==> src/rtl/u16u8_pkg.sv <==
package u16u8_pkg;

    // One decoded unit: up to four UTF-8 bytes, sent from index 0 up to last_idx.
    typedef struct packed {
        logic [3:0][7:0] bytes;
        logic [1:0]      last_idx;
        logic            done;
        logic            bad;
    } u16u8_job_t;

    localparam int unsigned CuWidth = 16;
    localparam int unsigned CpWidth = 21;

    localparam logic [5:0] HighPrefix = 6'b110110;
    localparam logic [5:0] LowPrefix  = 6'b110111;
    localparam logic [4:0] SurrPrefix = 5'b11011;
    localparam logic [CpWidth-1:0] SuppBase = 21'h10000;

endpackage

==> src/rtl/utf16_to_utf8_transcoder.sv <==
// The first byte of a unit is registered in the queue, then in the output register.
// The back end sends one output byte per cycle while out_ready holds; a unit
// gives 1 to 4 bytes (its byte count), so a BMP unit gives at most 3 bytes.
// Surrogate-store and discarded units produce no bytes.
// Reset (rst_n, async, active low) empties the queue and clears surrogate state.
module utf16_to_utf8_transcoder
    import u16u8_pkg::*;
(
    input  logic        clk,
    input  logic        rst_n,
    input  logic        s_axis_tvalid,
    output logic        s_axis_tready,
    input  logic [15:0] s_axis_tdata,   // [15:0] code_unit
    input  logic        s_axis_tlast,   // last_unit
    output logic        m_axis_tvalid,
    input  logic        m_axis_tready,
    output logic [7:0]  m_axis_tdata,   // [7:0] out_byte
    output logic        m_axis_tlast,   // last_of_run
    output logic [1:0]  m_axis_tuser    // [0] string_done, [1] bad_input
);

    logic       q_full, push, pop, head_valid;
    u16u8_job_t push_job, head_job;

    u16u8_front u_front (
        .clk       (clk),
        .rst_n     (rst_n),
        .in_valid  (s_axis_tvalid),
        .code_unit (s_axis_tdata),
        .last_unit (s_axis_tlast),
        .q_full    (q_full),
        .in_ready  (s_axis_tready),
        .push      (push),
        .push_job  (push_job)
    );

    u16u8_queue u_queue (
        .clk        (clk),
        .rst_n      (rst_n),
        .push       (push),
        .push_job   (push_job),
        .pop        (pop),
        .full       (q_full),
        .head_valid (head_valid),
        .head_job   (head_job)
    );

    u16u8_back u_back (
        .clk         (clk),
        .rst_n       (rst_n),
        .head_valid  (head_valid),
        .head_job    (head_job),
        .pop         (pop),
        .out_valid   (m_axis_tvalid),
        .out_ready   (m_axis_tready),
        .out_byte    (m_axis_tdata),
        .last_of_run (m_axis_tlast),
        .string_done (m_axis_tuser[0]),
        .bad_input   (m_axis_tuser[1])
    );

endmodule

==> src/rtl/u16u8_front.sv <==
module u16u8_front
    import u16u8_pkg::*;
(
    input  logic                clk,
    input  logic                rst_n,
    input  logic                in_valid,
    input  logic [CuWidth-1:0]  code_unit,
    input  logic                last_unit,
    input  logic                q_full,
    output logic                in_ready,
    output logic                push,
    output u16u8_job_t          push_job
);

    logic       have_hs_reg, have_hs_next;
    logic [9:0] hs_bits_reg, hs_bits_next;
    logic       discard_reg, discard_next;

    logic       accept;
    logic       is_high, is_low, is_surr;
    logic [CpWidth-1:0] pair_cp;

    function automatic u16u8_job_t encode(input logic [CpWidth-1:0] cp, input logic last);
        u16u8_job_t j;
        j = '0;
        j.done = last;
        if (cp < 21'h80) begin
            j.bytes[0] = cp[7:0];
            j.last_idx = 2'd0;
        end else if (cp < 21'h800) begin
            j.bytes[0] = {3'b110, cp[10:6]};
            j.bytes[1] = {2'b10, cp[5:0]};
            j.last_idx = 2'd1;
        end else if (cp < 21'h10000) begin
            j.bytes[0] = {4'b1110, cp[15:12]};
            j.bytes[1] = {2'b10, cp[11:6]};
            j.bytes[2] = {2'b10, cp[5:0]};
            j.last_idx = 2'd2;
        end else begin
            j.bytes[0] = {5'b11110, cp[20:18]};
            j.bytes[1] = {2'b10, cp[17:12]};
            j.bytes[2] = {2'b10, cp[11:6]};
            j.bytes[3] = {2'b10, cp[5:0]};
            j.last_idx = 2'd3;
        end
        return j;
    endfunction

    function automatic u16u8_job_t error_job();
        u16u8_job_t j;
        j = '0;
        j.done = 1'b1;
        j.bad  = 1'b1;
        return j;
    endfunction

    assign in_ready = !q_full;
    assign accept   = in_valid && in_ready;

    assign is_high = code_unit[15:10] == HighPrefix;
    assign is_low  = code_unit[15:10] == LowPrefix;
    assign is_surr = code_unit[15:11] == SurrPrefix;
    assign pair_cp = SuppBase + {1'b0, hs_bits_reg, code_unit[9:0]};

    always_comb
    begin
        have_hs_next = have_hs_reg;
        hs_bits_next = hs_bits_reg;
        discard_next = discard_reg;
        push         = 1'b0;
        push_job     = '0;
        if (accept)
        begin
            if (discard_reg)
            begin
                if (last_unit)
                    discard_next = 1'b0;
            end else if (have_hs_reg)
            begin
                have_hs_next = 1'b0;
                hs_bits_next = '0;
                push         = 1'b1;
                if (is_low)
                    push_job = encode(pair_cp, last_unit);
                else
                begin
                    push_job     = error_job();
                    discard_next = !last_unit;
                end
            end else if (!is_surr)
            begin
                push     = 1'b1;
                push_job = encode({5'd0, code_unit}, last_unit);
            end else if (is_high && !last_unit)
            begin
                have_hs_next = 1'b1;
                hs_bits_next = code_unit[9:0];
            end else
            begin
                // lone low surrogate, or high surrogate ending the string
                push         = 1'b1;
                push_job     = error_job();
                discard_next = !last_unit;
            end
        end
    end

    always_ff @(posedge clk or negedge rst_n)
    begin
        if (!rst_n)
        begin
            have_hs_reg <= 1'b0;
            hs_bits_reg <= '0;
            discard_reg <= 1'b0;
        end else
        begin
            have_hs_reg <= have_hs_next;
            hs_bits_reg <= hs_bits_next;
            discard_reg <= discard_next;
        end
    end

endmodule

==> src/rtl/u16u8_queue.sv <==
module u16u8_queue
    import u16u8_pkg::*;
(
    input  logic       clk,
    input  logic       rst_n,
    input  logic       push,
    input  u16u8_job_t push_job,
    input  logic       pop,
    output logic       full,
    output logic       head_valid,
    output u16u8_job_t head_job
);

    u16u8_job_t mem [2];
    logic       wr_ptr_reg, wr_ptr_next;
    logic       rd_ptr_reg, rd_ptr_next;
    logic [1:0] count_reg, count_next;

    assign full       = count_reg == 2'd2;
    assign head_valid = count_reg != 2'd0;
    assign head_job   = mem[rd_ptr_reg];

    always_comb
    begin
        wr_ptr_next = wr_ptr_reg ^ push;
        rd_ptr_next = rd_ptr_reg ^ pop;
        count_next  = count_reg + {1'b0, push} - {1'b0, pop};
    end

    always_ff @(posedge clk)
    begin
        if (push)
            mem[wr_ptr_reg] <= push_job;
    end

    always_ff @(posedge clk or negedge rst_n)
    begin
        if (!rst_n)
        begin
            wr_ptr_reg <= 1'b0;
            rd_ptr_reg <= 1'b0;
            count_reg  <= '0;
        end else
        begin
            wr_ptr_reg <= wr_ptr_next;
            rd_ptr_reg <= rd_ptr_next;
            count_reg  <= count_next;
        end
    end

endmodule

==> src/rtl/u16u8_back.sv <==
module u16u8_back
    import u16u8_pkg::*;
(
    input  logic       clk,
    input  logic       rst_n,
    input  logic       head_valid,
    input  u16u8_job_t head_job,
    output logic       pop,
    output logic       out_valid,
    input  logic       out_ready,
    output logic [7:0] out_byte,
    output logic       last_of_run,
    output logic       string_done,
    output logic       bad_input
);

    logic       valid_reg, valid_next;
    logic [1:0] idx_reg, idx_next;
    logic [7:0] byte_reg, byte_next;
    logic       lor_reg, lor_next;
    logic       done_reg, done_next;
    logic       bad_reg, bad_next;
    logic       load, fin;

    assign load = head_valid && (!valid_reg || out_ready);
    assign fin  = idx_reg == head_job.last_idx;
    assign pop  = load && fin;

    always_comb
    begin
        valid_next = valid_reg;
        idx_next   = idx_reg;
        byte_next  = byte_reg;
        lor_next   = lor_reg;
        done_next  = done_reg;
        bad_next   = bad_reg;
        if (load)
        begin
            valid_next = 1'b1;
            byte_next  = head_job.bytes[idx_reg];
            lor_next   = fin;
            done_next  = fin && head_job.done;
            bad_next   = head_job.bad;
            idx_next   = fin ? 2'd0 : idx_reg + 2'd1;
        end else if (out_ready)
            valid_next = 1'b0;
    end

    always_ff @(posedge clk or negedge rst_n)
    begin
        if (!rst_n)
        begin
            valid_reg <= 1'b0;
            idx_reg   <= '0;
        end else
        begin
            valid_reg <= valid_next;
            idx_reg   <= idx_next;
        end
    end

    always_ff @(posedge clk)
    begin
        byte_reg <= byte_next;
        lor_reg  <= lor_next;
        done_reg <= done_next;
        bad_reg  <= bad_next;
    end

    assign out_valid   = valid_reg;
    assign out_byte    = byte_reg;
    assign last_of_run = lor_reg;
    assign string_done = done_reg;
    assign bad_input   = bad_reg;

endmodule

==> config.mk <==
export PLATFORM = sky130hd
export DESIGN_NAME = utf16_to_utf8_transcoder
export DESIGN_NICKNAME = d
export VERILOG_FILES = /design/src/rtl/u16u8_pkg.sv /design/src/rtl/utf16_to_utf8_transcoder.sv /design/src/rtl/u16u8_front.sv /design/src/rtl/u16u8_queue.sv /design/src/rtl/u16u8_back.sv
export SDC_FILE = /design/constraint.sdc
export NUM_CORES = 1
export LEC_CHECK = 0
export ABC_AREA = 1
export BUFFER_PORTS_ARGS = -buffer_cell sky130_fd_sc_hd__buf_2
export CORE_ASPECT_RATIO = 0.5
export CORE_MARGIN = 2
export CORE_UTILIZATION = 30
export DETAILED_ROUTE_END_ITERATION = 8
export GPL_TIMING_DRIVEN = 1
export PLACE_DENSITY_LB_ADDON = 0.05
export SYNTH_ARGS = -nofsm -noshare
export SYNTH_HDL_FRONTEND = slang
export SYNTH_SLANG_ARGS = --single-unit
==> constraint.sdc <==
create_clock -name clk -period 3.9 [get_ports clk]
set_input_delay 0.78 -clock clk [delete_from_list [all_inputs] [get_ports clk]]
set_output_delay 0.78 -clock clk [all_outputs]
set_load 0.02 [all_outputs]
Word level (Yosys, flattened, before mapping)
Memory sizes are Yosys's and may differ from the RTL's.
Index checks and enable logic that the tools add are counted.
- $add $sub $neg: 4
- mux-type cells: 40
- bitwise logic cells: 3
- equality and inequality tests: 5
- $lt $le $gt $ge: 6
- reduce and logical (&&, ||, !) cells: 15
- operators with widths (operator ; number):
    36-bit 2-to-1 mux ; 5
    10-bit 2-to-1 mux ; 5
    16-bit 2-to-1 mux ; 3
    24-bit 2-to-1 mux ; 2
    8-bit 2-to-1 mux ; 3
    17-bit by 20-bit adder with 21-bit output (first input constant) ; 1
    21-bit by 12-bit less-than comparator with 1-bit output (second input constant) ; 1
    21-bit by 17-bit less-than comparator with 1-bit output (second input constant) ; 1
    21-bit by 8-bit less-than comparator with 1-bit output (second input constant) ; 1
    1-bit 2-to-1 mux ; 18
    18-bit 2-to-1 mux ; 1
    8-bit binary-select mux with 2-bit select ; 1
    16-bit by 12-bit less-than comparator with 1-bit output (second input constant) ; 1
    16-bit by 8-bit less-than comparator with 1-bit output (second input constant) ; 1
    6-bit equality test (second input constant) ; 2
    2-bit nonzero test ; 4
    5-bit equality test (second input constant) ; 1
    1-bit logical AND ; 5
    2-bit 2-to-1 mux ; 2
    4-bit AND reduction ; 1
    1-bit logical NOT ; 3
    2-bit by 3-bit less-than comparator with 1-bit output (second input constant) ; 1
    2-bit by 1-bit adder with 2-bit output ; 1
    2-bit by 1-bit adder with 2-bit output (second input constant) ; 1
    other kinds (7) ; 8
- register bits after elaboration: 30
- bits of input ports: 21
- memory bits (writable): 72
- memories: 1
- memory list (memory ; words ; width ; rd ports ; clocked after Yosys merged registers in ; wr ports ; RTL line ; source):
    u_queue.mem ; 2 ; 36 ; 1 ; 0 ; 1 ; u16u8_queue.sv:14 ; u16u8_job_t mem [2];

Longest topological paths before layout
Gate-level depths: netlist of the first run.
- depth after elaboration: 9
- depth in mapped cells: 13

By module
Synthesis of the first run repeated with hierarchy kept, for this count alone.
- cells, all modules: 585
- area total of the unflattened synthesis: 5474.0 um^2
- by module, submodules not included (module ; cells each ; times used ; seq. area each (um^2) ; area each (um^2)):
    u16u8_queue ; 212 ; 1 ; 2262.2 ; 3031.7
    u16u8_front ; 288 ; 1 ; 300.3 ; 1649.1
    u16u8_back ; 85 ; 1 ; 405.4 ; 793.3

Least setup slack after synthesis of the first run
OpenSTA, ideal clock, no wires.
- path type: input port to flip-flop
- start point: input s_axis_tvalid
- end point: memory u_queue.mem[1][0] (netlist name) (enable)
- stages on the path: 6
- slack: 1.131 ns
- data required time: 3.508 ns
- arrival time: 2.377 ns
- cells stage by stage: nand2_1 nor2_1 inv_1 clkbuf_1 nor2_1 ha_1
- longest elaborated chain between the ends: 4
- ends and longest elaborated chain (what ; RTL line ; source):
    from (decl) ; utf16_to_utf8_transcoder.sv:11 ; input logic s_axis_tvalid,
    1-bit logical AND ; u16u8_front.sv:58 ; assign accept = in_valid && in_ready;
    1-bit 2-to-1 mux ; u16u8_front.sv:72 ; if (accept)
    1-bit 2-to-1 mux ; u16u8_queue.sv:32 ; if (push)
    1-bit 2-to-1 mux (implied by the code) ; u16u8_queue.sv:33 ; mem[wr_ptr_reg] <= push_job;
    to (decl) ; u16u8_queue.sv:14 ;
No other way between the ends.

==> summary.md, run 1 <==
| Metric | Value |
|---|---|
| Status | finished, final reports clean |
| DP Wirelength | 9.92 mm |
| DR pass1 iterations | 5 |
| Leak | 2.31 nW |
| Final Max Slew Viols | 0 |
| Startpoint Class | register |
| Final ANT Viol Nets | 0 |
| Crit share post-route | 0.686 |
| Initial antenna violation count | 0 |
| GP Congestion | 0.849 |
| Largest net degree at the start of global routing | 33 |
| CTS tree | yes |
| PD cells | 753 nW/µm² |
| Compound-cell area share of the yosys netlist | 0.128 |
| Register area share after synthesis | 0.569 |
| Final core occ | 0.355 |
| Clk pwr share | 0.226 |
| Cell Count Post-Placement | approximately 740 |
| YS warnings | 0 |
| Most frequent cell after synthesis | nor2_1 |
| Clk_lat worst skew | roughly 350 ps |
| Core area | 15,500 µm² |
| FILL cells | 1,602 |
| Critical R2R Capture | u_queue.mem[0][24] |
| Crit end category | register |
| H-Tree Level Count | 3 |
| Synthesized Nets | about 540 |
| Synth area leaders | edfxtp_1 47%, dfrtp_1 9.9%, nor2_1 7.6%, nand2_1 6.3%, o21ai_0 4.6% |
| I/O pin total | 34 |
| Net Sw Frac | 0.400 |
| Starting DRC count in detailed routing | roughly 280 |
| # rows | 32 |
| # setup viols final | 0 |
| CTS Buf Count | 9 |
| Cell Area, Placed | 5190 µm² |
| Final Skew | 12.7 ps |
| Sequential share of power | 0.392 |
| Nets | 577 |
| Ys async rst share | 0.202 |
| Worst Path Arrival | about 2800 ps |
| Area share of the largest cell type after synthesis | 0.470 |
| Area Overhead vs Synth | 14.8% |
| Design Power | 4.14 mW |
| FF/Latch Area | 2730 µm² |
| Wirelength per Cell | around 19 µm |
| Final instance area | 5500 µm² |
| Comb pwr share | 0.382 |
| # diodes | 0 |
| Drt drc | 0 |
| Post-synth top area cell | edfxtp_1 |
| Post-synthesis area per instance | 9.27 µm² |
| Wire length of the first global-routing pass | 21.3 mm |
| Layout cells sized above 1 | 0.146 |
| Number of distinct library cells after synthesis | 39 |
| Hold Path Class | in -> async |
| Largest family of logic cells by synthesized area | simple AND/OR/NAND/NOR gates |
| Final Non-Filler Cells | 760 |
| Synthesized instance count | 517 |
| Clock-pin slew on the worst setup and hold paths | 70 ps |
| Post-CTS Resized | 0 |
| WHS | 401 ps |
| #FFs+latches synth | 94 |
| Worst R2R Path Depth | 11 |
| Multi-input logic area | 1740 µm² |
| Setup bufs post-CTS | 0 |
| Worst flop-to-flop path startpoint | u_front.hs_bits_reg[6] |
| CP Class | reg -> reg |
| Reg-to-reg slack, setup | 1220 ps |
| Die Ht | just over 90 µm |
| Hold Vio Cnt, Final | 0 |
| Post-synth EDFFs | between 70 and 80 |
| Tmin final | 2680 ps |
| Vias in the first global route | 3,530 |
| Max Clock Freq | 374 MHz |
| Root Buffer | clkbuf_16 |
| XOR/XNOR Fraction of Synth Area | 0.00914 |
| Crit. Startpoint | u_front.hs_bits_reg[6] |
| Worst-Margin Slew | between 800 and 900 ps |
| Vias | 3,694 |
| Slack of the critical path | 1220 ps |
| CP Data Required Time | between 4000 and 5000 ps |
| Number of port buffers | 33 |
| Unrepaired setup endpoints after global routing | no |
| Mux contribution to synthesized area | 0 |
| Worst vdd ir | between 0.2 and 0.3 mV |
| Mapped cell area | 4790 µm² |
| Total die area | about 17,000 µm² |
| Commonest cells post-synth | 97 x nor2_1, 81 x nand2_1, 75 x edfxtp_1 |
| Max capacitance violation total | 0 |
| Synth Flop Type | edfxtp_1 |
| Slew margin rel. | 0.411 |
| Clock Path Buffers | 2 |
| Pre-CTS setup slack | about 1100 ps |
| Post-cts hold buffer count | 0 |
| Effective utilization at floorplan | 0.309 |
| Total Wirelength | 14.1 mm |
| Setup_tns | 0 ps |
| Total track usage | 0.172 |
| Die span in x | between 150 and 200 µm |
| NetSw | 1.66 mW |
| Via/cell ratio | 4.86 |
| Adder-cell area share of the yosys netlist | 0.0131 |
| CTS sink cnt | 94 |
| Max reg flops | 64 |
| Int Power | 2.49 mW |
| Simple-gate portion of the synthesized area | 0.213 |
| Critical path peak fanout | 16 |
| Grt ovf | 0 |
-- metal layers --
layer  GRT usage  vias up  wire, µm
li1            -     1823         -
met1       0.261     1754      7620
met2       0.253      105      5720
met3      0.0347       12       614
met4      0.0309        0       111
met5           0        -         0
-- cells by family (layout without fill, tap and decap cells) --
| logic type | after synthesis | count (layout) |
|---|---|---|
| buf+inv | 80 | 119 |
| compound gates | 109 | 109 |
| flops | 94 | 94 |
| fa+ha+maj | 5 | 5 |
| xor+xnor | 5 | 5 |
| simple gates | 224 | 224 |
-- worst max-delay path, stage by stage, from the launching register on --
cell	delay [ps]
dfrtp_1	660
ha_1	270
nand2_1	60
nand2_1	110
nand3_2	130
nor2_8	220
nand2_4	210
nor2_8	240
nand2_1	80
a21oi_1	200
nor2_1	70
nor2_1	210
-- worst max-delay path by stage --
stage | endpoint | slack [ps] | cells past startpoint
floorplan | u_queue.mem[1][0] | 1130 | 6
detailed placement | u_queue.mem[0][20] | 1080 | 8
global placement | u_queue.mem[0][10] | 1140 | 12
global route | u_queue.count_reg[1] | 1050 | 12
finish | u_queue.mem[0][24] | 1220 | 11
CTS | u_queue.count_reg[1] | 1240 | 12
-- power by group through the flow --
stage / Sequential (mW) / Clock [mW] / Combinational, mW
floorplan: 1.69 / 0 / 1.04
global placement: 1.65 / 0 / 1.61
detailed placement: 1.65 / 0 / 1.61
CTS: 1.63 / 0.957 / 1.61
global route: 1.65 / 0.993 / 1.79
finish: 1.62 / 0.936 / 1.58
-- placed cells by master (no fill, tap or decap), types with 2 or more instances in the layout --
master     count
inv_1         58
o22ai_1       16
o21ai_2        2
a21oi_2        3
nand3_2        2
edfxtp_1      75
nor2_8         2
a31oi_1        7
o21ai_0       44
nand4_1        7
buf_4          9
xor2_1         4
clkinv_4       3
nand2_1       81
clkinv_1       2
buf_2         33
a21oi_1       28
nand2_2        3
dfrtp_1       19
nor2_1        97
o211ai_1       4
nand3_1       20
nand2_4        5
ha_1           5
clkbuf_16      9
-- final cells by class --
type | count | area share
Sequential cell | 94 | 0.496
Tap cell | 204 | 0.0464
Timing Repair Buffer | 42 | 0.0423
Inverter | 61 | 0.0416
Clock buffer | 9 | 0.0409
Clock inverter | 7 | 0.0168
Multi-Input combinational cell | 343 | 0.316
Note: power is estimated with default switching activity, not from simulation.
==> run 2, diff against run 1 <==
==> constraint.sdc (replaced) <==
create_clock -name clk -period 2.6 [get_ports clk]
set_input_delay 0.52 -clock clk [delete_from_list [all_inputs] [get_ports clk]]
set_output_delay 0.52 -clock clk [all_outputs]
set_load 0.02 [all_outputs]
==> summary.md, run 2 (synthesis results as in run 1) <==
| Metric | Value |
|---|---|
| Die span in x | 183 µm (unchanged) |
| Crit path largest cell delay | 420 ps (was 660 ps) |
| Slowest CP cell | dfrtp_1 (unchanged) |
| Post-CTS Resized | 0 (unchanged) |
| Clock-pin slew on the worst setup and hold paths | 70 ps (about the same) |
| Drt drc | 0 (unchanged) |
| Vias | 3,711 (was 3,694) |
| Vias in the first global route | 3,803 (was 3,530) |
| Number of port buffers | 33 (unchanged) |
| Final Max Slew Viols | 0 (unchanged) |
| CTS Buf Count | 9 (unchanged) |
| CP Class | reg -> reg (unchanged) |
| Most common cell after layout, fill and taps aside | nor2_1 (unchanged) |
| CP dominant cell by count | nand2_1 (unchanged) |
| Layout cells sized above 1 | 0.156 (was 0.146) |
| DP Wirelength | 10.3 mm (was 9.92 mm) |
| Most frequent cells in the layout | 97 x nor2_1, 81 x nand2_1, 75 x edfxtp_1, 58 x inv_1, 44 x o21ai_0 (unchanged) |
| Worst Path Arrival | 2400 ps (was 2830 ps) |
| Max reg flops | 64 (unchanged) |
| Clock Path Buffers | 2 (unchanged) |
| Via/cell ratio | 4.83 (was 4.86) |
| GP Congestion | 0.849 (unchanged) |
| Critical path peak fanout | 16 (unchanged) |
| Design Power | 6.14 mW (was 4.14 mW) |
| Final ANT Viol Nets | 0 (unchanged) |
| CTS sink cnt | 94 (unchanged) |
| Setup_tns | 0 ps (unchanged) |
| Worst vdd ir | 0.396 mV (was 0.279 mV) |
| Starting DRC count in detailed routing | 302 (was 277) |
| Cell Count Post-Placement | 752 (was 744) |
| Crit. path cell count | 13 (was 11) |
| H-Tree Level Count | 3 (unchanged) |
| Total Wirelength | 14.2 mm (was 14.1 mm) |
| Root Buffer | clkbuf_16 (unchanged) |
| PD cells | 1110 nW/µm² (was 753 nW/µm²) |
| Initial antenna violation count | 0 (unchanged) |
| Grt ovf | 0 (unchanged) |
| Hold Path Class | in -> async (unchanged) |
| Unrepaired setup endpoints after global routing | no (unchanged) |
| Nets | 585 (was 577) |
| Worst R2R Path Depth | 13 (was 11) |
| Crit path buf inv count | 1 (was 0) |
| Largest net degree at the start of global routing | 33 (unchanged) |
| I/O pin total | 34 (unchanged) |
| Post-cts hold buffer count | 0 (unchanged) |
| # setup viols final | 0 (unchanged) |
| Clk_lat worst skew | 340 ps (was 350 ps) |
| Wire length of the first global-routing pass | 22.5 mm (was 21.3 mm) |
| Startpoint Class | register (unchanged) |
| Slew margin rel. | 0.656 (was 0.411) |
| Max capacitance violation total | 0 (unchanged) |
| Final instance area | 5550 µm² (was 5500 µm²) |
| Max Clock Freq | 435 MHz (was 374 MHz) |
| Status | finished, final reports clean (unchanged) |
| Wirelength per Cell | 18.5 µm (about the same) |
| Area Overhead vs Synth | 15.8% (was 14.8%) |
| Core area | 15,500 µm² (unchanged) |
| # diodes | 0 (unchanged) |
| Setup bufs post-CTS | 0 (unchanged) |
| Leak | 2.33 nW (was 2.31 nW) |
| Final core occ | 0.358 (was 0.355) |
| DR pass1 iterations | 4 (was 5) |
| Cell Area, Placed | 5270 µm² (was 5190 µm²) |
| Total die area | 17,100 µm² (unchanged) |
| Critical path, cell by cell | ha_1 -> inv_1 -> nand2_1 -> nand2_1 -> nand3_2 -> nor2_8 -> nand2_4 -> nor2_8 -> nand2_1 -> nand3_1 -> nand2_1 -> nand2_1 -> nor2_1 (was ha_1 -> nand2_1 -> nand2_1 -> nand3_2 -> nor2_8 -> nand2_4 -> nor2_8 -> nand2_1 -> a21oi_1 -> nor2_1 -> nor2_1) |
| # rows | 32 (unchanged) |
| Crit end category | register (unchanged) |
| Total track usage | 0.179 (was 0.172) |
| Die Ht | 93.4 µm (unchanged) |
| Crit share post-route | 0.884 (was 0.686) |
| CTS tree | yes (unchanged) |
| CP top delay family | simple AND/OR/NAND/NOR gates (unchanged) |
| Final Skew | 12.2 ps (was 12.7 ps) |
| Tmin final | 2300 ps (was 2680 ps) |
| Hold Vio Cnt, Final | 0 (unchanged) |
| Final Non-Filler Cells | 768 (was 760) |
| Worst-Margin Slew | 512 ps (was 880 ps) |
| CP Data Required Time | 2700 ps (was 4060 ps) |
| Effective utilization at floorplan | 0.309 (unchanged) |
-- run 2: changes by cell type in the layout (fill, tap and decap cells not counted), sizes merged --
cell,previous run,this run
buf,42,50
bufinv,1,0
clkbuf,9,10
clkinv,6,3
clkinvlp,0,2
inv,61,62
-- run 2: final cells by class --
class	instances	area [µm²]
Clock buffer	10	229
Clock inverter	6	52.6
Fill cell	1630	9940
Inverter	61	229
Multi-Input combinational cell	343	1740
Sequential cell	94	2730
Tap cell	204	255
Timing Repair Buffer	50	318
-- run 2: routing by layer --
layer,share of wire,track usage
met1,0.55,0.271
met2,0.40,0.266
met3,0.045,0.0382
met4,0.0053,0.0282
met5,0,0
-- run 2: stage by stage --
stage          hold slack [ps]  worst slack, ps
2_1_floorplan              224             34.7
3_3_place_gp               507              174
3_5_place_dp               507              184
4_1_cts                    156              308
5_1_grt                    174             60.9
6_report                   137              302
-- run 2: worst reg2reg max path: stages (launching register included) --
cell and delay [ps]:
dfrtp_1 420, ha_1 220, inv_1 60, nand2_1 50
nand2_1 80, nand3_2 130, nor2_8 230, nand2_4 200
nor2_8 210, nand2_1 70, nand3_1 90, nand2_1 60
nand2_1 150, nor2_1 80
-- run 2: path summary, 6_finish.rpt --
check / startpoint / end / slack [ps]
hold / removal: rst_n / u_front.hs_bits_reg[4] / 140
hold reg to reg: u_front.discard_reg / u_front.discard_reg / 510
setup / recovery: u_front.hs_bits_reg[7] / u_queue.mem[0][12] / 300
setup reg to reg: u_front.hs_bits_reg[7] / u_queue.mem[0][12] / 300
min in group clk: m_axis_tready / u_back.out_valid / 360
max in group asynchronous: rst_n / u_queue.wr_ptr_reg / 2100
-- run 2: where the power goes --
part,internal [mW],switching [mW]
Sequential,2.26,0.163
Combinational,0.755,1.68
Clock,0.666,0.621
Total,3.68,2.46
==> run 3, diff against run 2 <==
--- a/config.mk
+++ b/config.mk
@@ -15,4 +15,5 @@
 export PLACE_DENSITY_LB_ADDON = 0.05
 export SYNTH_ARGS = -nofsm -noshare
 export SYNTH_HDL_FRONTEND = slang
+export SYNTH_HIERARCHICAL = 1
 export SYNTH_SLANG_ARGS = --single-unit
==> summary.md, run 3 <==
| Metric | Value |
|---|---|
| DR pass1 iterations | 5 (was 4) |
| Die Ht | 99.5 µm (was 93.4 µm) |
| Worst-Margin Slew | 1010 ps (was 512 ps) |
| Mux contribution to synthesized area | 0 (unchanged) |
| Design Power | 6.60 mW (was 6.14 mW) |
| Routed met3 length | 710 µm (was 634 µm) |
| YS warnings | 6 (was 0) |
| Via/cell ratio | 4.66 (was 4.83) |
| Metal-1 WL | 7.78 mm (was 7.77 mm) |
| Final Skew | 9.75 ps (was 12.2 ps) |
| Leak | 2.60 nW (was 2.33 nW) |
| PD cells | 1070 nW/µm² (was 1110 nW/µm²) |
| Mapped cell area | 5470 µm² (was 4790 µm²) |
| Most common cell after layout, fill and taps aside | nand2_1 (was nor2_1) |
| Worst Path Arrival | 2420 ps (was 2400 ps) |
| Core area | 17,600 µm² (was 15,500 µm²) |
| Number of distinct library cells after synthesis | 35 (was 39) |
| Final Max Slew Viols | 0 (unchanged) |
| Hold Path Class | in -> async (unchanged) |
| Adder-cell area share of the yosys netlist | 0.0114 (was 0.0131) |
| CTS tree | yes (unchanged) |
| Post-synth EDFFs | 83 (was 75) |
| Final ANT Viol Nets | 0 (unchanged) |
| Most frequent cell after synthesis | nand2_1 (was nor2_1) |
| Final Non-Filler Cells | 860 (was 768) |
| Cell Count Post-Placement | 844 (was 752) |
| Die span in x | 195 µm (was 183 µm) |
| Ys async rst share | 0.186 (was 0.202) |
| Effective utilization at floorplan | 0.311 (was 0.309) |
| Area Overhead vs Synth | 12.5% (was 15.8%) |
| I/O pin total | 34 (unchanged) |
| Total die area | 19,400 µm² (was 17,100 µm²) |
| Layout cells sized above 1 | 0.200 (was 0.156) |
| Post-synthesis area per instance | 9.36 µm² (was 9.27 µm²) |
| Wire length of the first global-routing pass | 23.6 mm (was 22.5 mm) |
| # setup viols final | 0 (unchanged) |
| WHS | 143 ps (was 137 ps) |
| FILL cells | 1,880 (was 1,630) |
| Clk_lat worst skew | 350 ps (was 340 ps) |
| Hold Vio Cnt, Final | 0 (unchanged) |
| CTS Buf Count | 9 (unchanged) |
| XOR/XNOR Fraction of Synth Area | 0.00320 (was 0.00914) |
| CP Data Required Time | 2640 ps (was 2700 ps) |
| Setup_tns | 0 ps (unchanged) |
| Grt ovf | 0 (unchanged) |
| Commonest cells post-synth | 108 x nand2_1, 89 x inv_1, 83 x edfxtp_1 (was 97 x nor2_1, 81 x nand2_1, 75 x edfxtp_1) |
| H-Tree Level Count | 3 (unchanged) |
| Synth Flop Type | edfxtp_1 (unchanged) |
| Top Metal Used | met5 (was met4) |
| GP Congestion | 0.869 (was 0.849) |
| Clock Path Buffers | 2 (unchanged) |
| Drt drc | 0 (unchanged) |
| Final core occ | 0.350 (was 0.358) |
| DP Wirelength | 10.7 mm (was 10.3 mm) |
| CTS sink cnt | 102 (was 94) |
| Register area share after synthesis | 0.542 (was 0.569) |
| Clock-pin slew on the worst setup and hold paths | 80 ps (was 70 ps) |
| Startpoint Class | register (unchanged) |
| Worst R2R Path Depth | 11 (was 13) |
| Crit share post-route | 0.912 (was 0.884) |
| Max reg flops | 72 (was 64) |
| Critical path peak fanout | 19 (was 16) |
| Total Wirelength | 15.0 mm (was 14.2 mm) |
| Slew margin rel. | 0.329 (was 0.656) |
| Root Buffer | clkbuf_16 (unchanged) |
| Initial antenna violation count | 1 (was 0) |
| Total track usage | 0.164 (was 0.179) |
| # rows | 34 (was 32) |
| Nets | 647 (was 585) |
| Area share of the largest cell type after synthesis | 0.455 (was 0.470) |
| Largest net degree at the start of global routing | 56 (was 33) |
| Max Clock Freq | 422 MHz (was 435 MHz) |
| CP Class | reg -> reg (unchanged) |
| Compound-cell area share of the yosys netlist | 0.150 (was 0.128) |
| Wirelength per Cell | 17.4 µm (was 18.5 µm) |
| Synth area leaders | edfxtp_1 46%, dfrtp_1 8.7%, nand2_1 7.4%, inv_1 6.1%, o21ai_2 5.0% (was edfxtp_1 47%, dfrtp_1 9.9%, nor2_1 7.6%, nand2_1 6.3%, o21ai_0 4.6%) |
| Number of port buffers | 33 (unchanged) |
| Post-cts hold buffer count | 0 (unchanged) |
| Unrepaired setup endpoints after global routing | no (unchanged) |
| Worst vdd ir | 0.357 mV (was 0.396 mV) |
| #FFs+latches synth | 102 (was 94) |
| Crit end category | register (unchanged) |
| Max capacitance violation total | 0 (unchanged) |
| Vias in the first global route | 3,929 (was 3,803) |
| Met2 wire len | 6.26 mm (was 5.74 mm) |
| # diodes | 0 (unchanged) |
| Vias | 4,006 (was 3,711) |
| Most frequent cells in the layout | 108 x nand2_1, 89 x inv_1, 83 x edfxtp_1, 60 x nor2_1, 38 x nand3_1 (was 97 x nor2_1, 81 x nand2_1, 75 x edfxtp_1, 58 x inv_1, 44 x o21ai_0) |
| Simple-gate portion of the synthesized area | 0.189 (was 0.213) |
| Post-synth top area cell | edfxtp_1 (unchanged) |
| Largest family of logic cells by synthesized area | simple AND/OR/NAND/NOR gates (unchanged) |
| Status | finished, final reports clean (unchanged) |
| Starting DRC count in detailed routing | 335 (was 302) |
| Tmin final | 2370 ps (was 2300 ps) |
| Synthesized instance count | 585 (was 517) |
run 3: cell types whose count changed in the layout (fill, tap and decap cells not counted), moves of 4 or more:
| cell | previous run | this run |
|---|---|---|
| a21oi_1 | 28 | 35 |
| a31oi_1 | 7 | 2 |
| edfxtp_1 | 75 | 83 |
| inv_1 | 58 | 89 |
| nand2_1 | 81 | 108 |
| nand2_4 | 5 | 1 |
| nand3_1 | 20 | 38 |
| nor2_1 | 97 | 60 |
| o21ai_0 | 44 | 30 |
| o21ai_1 | 1 | 6 |
| o21ai_2 | 2 | 31 |
| o22ai_2 | 0 | 5 |
run 3: routing by layer:
metal  GRT usage  vias up
met5           0        -
met4      0.0423        2
met3      0.0424       19
met2       0.240       76
met1       0.241     1876
li1            -     2033
run 3: worst max-delay path, stage by stage, from the launching register on:
cell and delay (ps):
dfrtp_1 410, ha_1 220, inv_1 60, nand2_1 50
nand2_1 70, nand3_1 170, nor2_8 320, nand2_4 210
nor2_4 220, inv_1 80, nand3_1 90, a21oi_1 170
run 3: where the power goes:
| group | switching, mW | internal, mW | leakage (nW) |
|---|---|---|---|
| Sequential | 0.212 | 2.42 | 1.03 |
| Clock | 0.633 | 0.786 | 0.148 |
| Combinational | 1.79 | 0.759 | 1.42 |
run 3: layout make-up:
cell class	instances	area [µm²]	area share
Sequential cell	102	2970	0.482
Multi-Input combinational cell	367	1960	0.318
Inverter	93	349	0.0567
Tap cell	234	293	0.0476
Timing Repair Buffer	48	278	0.0451
Clock buffer	11	243	0.0394
Clock inverter	5	66.3	0.0108
run 3: what timing repair did:
item | in CTS | in global routing
gates resized for setup | 0 | 1
buffers inserted | 0 | 0
endpoints found under the setup margin | 0 | 12
run 3: kinds of logic (layout without fill, tap and decap cells):
group / after synthesis / after routing
simple gates: 230 / 230
compound gates: 127 / 127
buf+inv: 118 / 157
flops: 102 / 102
fa+ha+maj: 5 / 5
xor+xnor: 2 / 2
other cells: 1 / 3
run 3: final timing paths:
path | startpoint | endpoint | slack, ps
max | u_front/hs_bits_reg[7] | u_queue/mem[1][8] | 230
min | rst_n | u_front/hs_bits_reg[7] | 140
max reg2reg | u_front/hs_bits_reg[7] | u_queue/mem[1][8] | 230
min reg2reg | u_back/out_valid | u_back/out_valid | 510
max in group asynchronous | rst_n | u_queue/rd_ptr_reg | 2060
min in group clk | s_axis_tlast | u_front/discard_reg | 370
run 3: stage by stage:
stage / setup WS (ps) / instance area (µm²)
finish: 230 / 6160
detailed placement: 51.9 / 5840
floorplan: 82.3 / 5480
CTS: 146 / 6150
global route: 71.7 / 6160
global placement: 57.2 / 5840
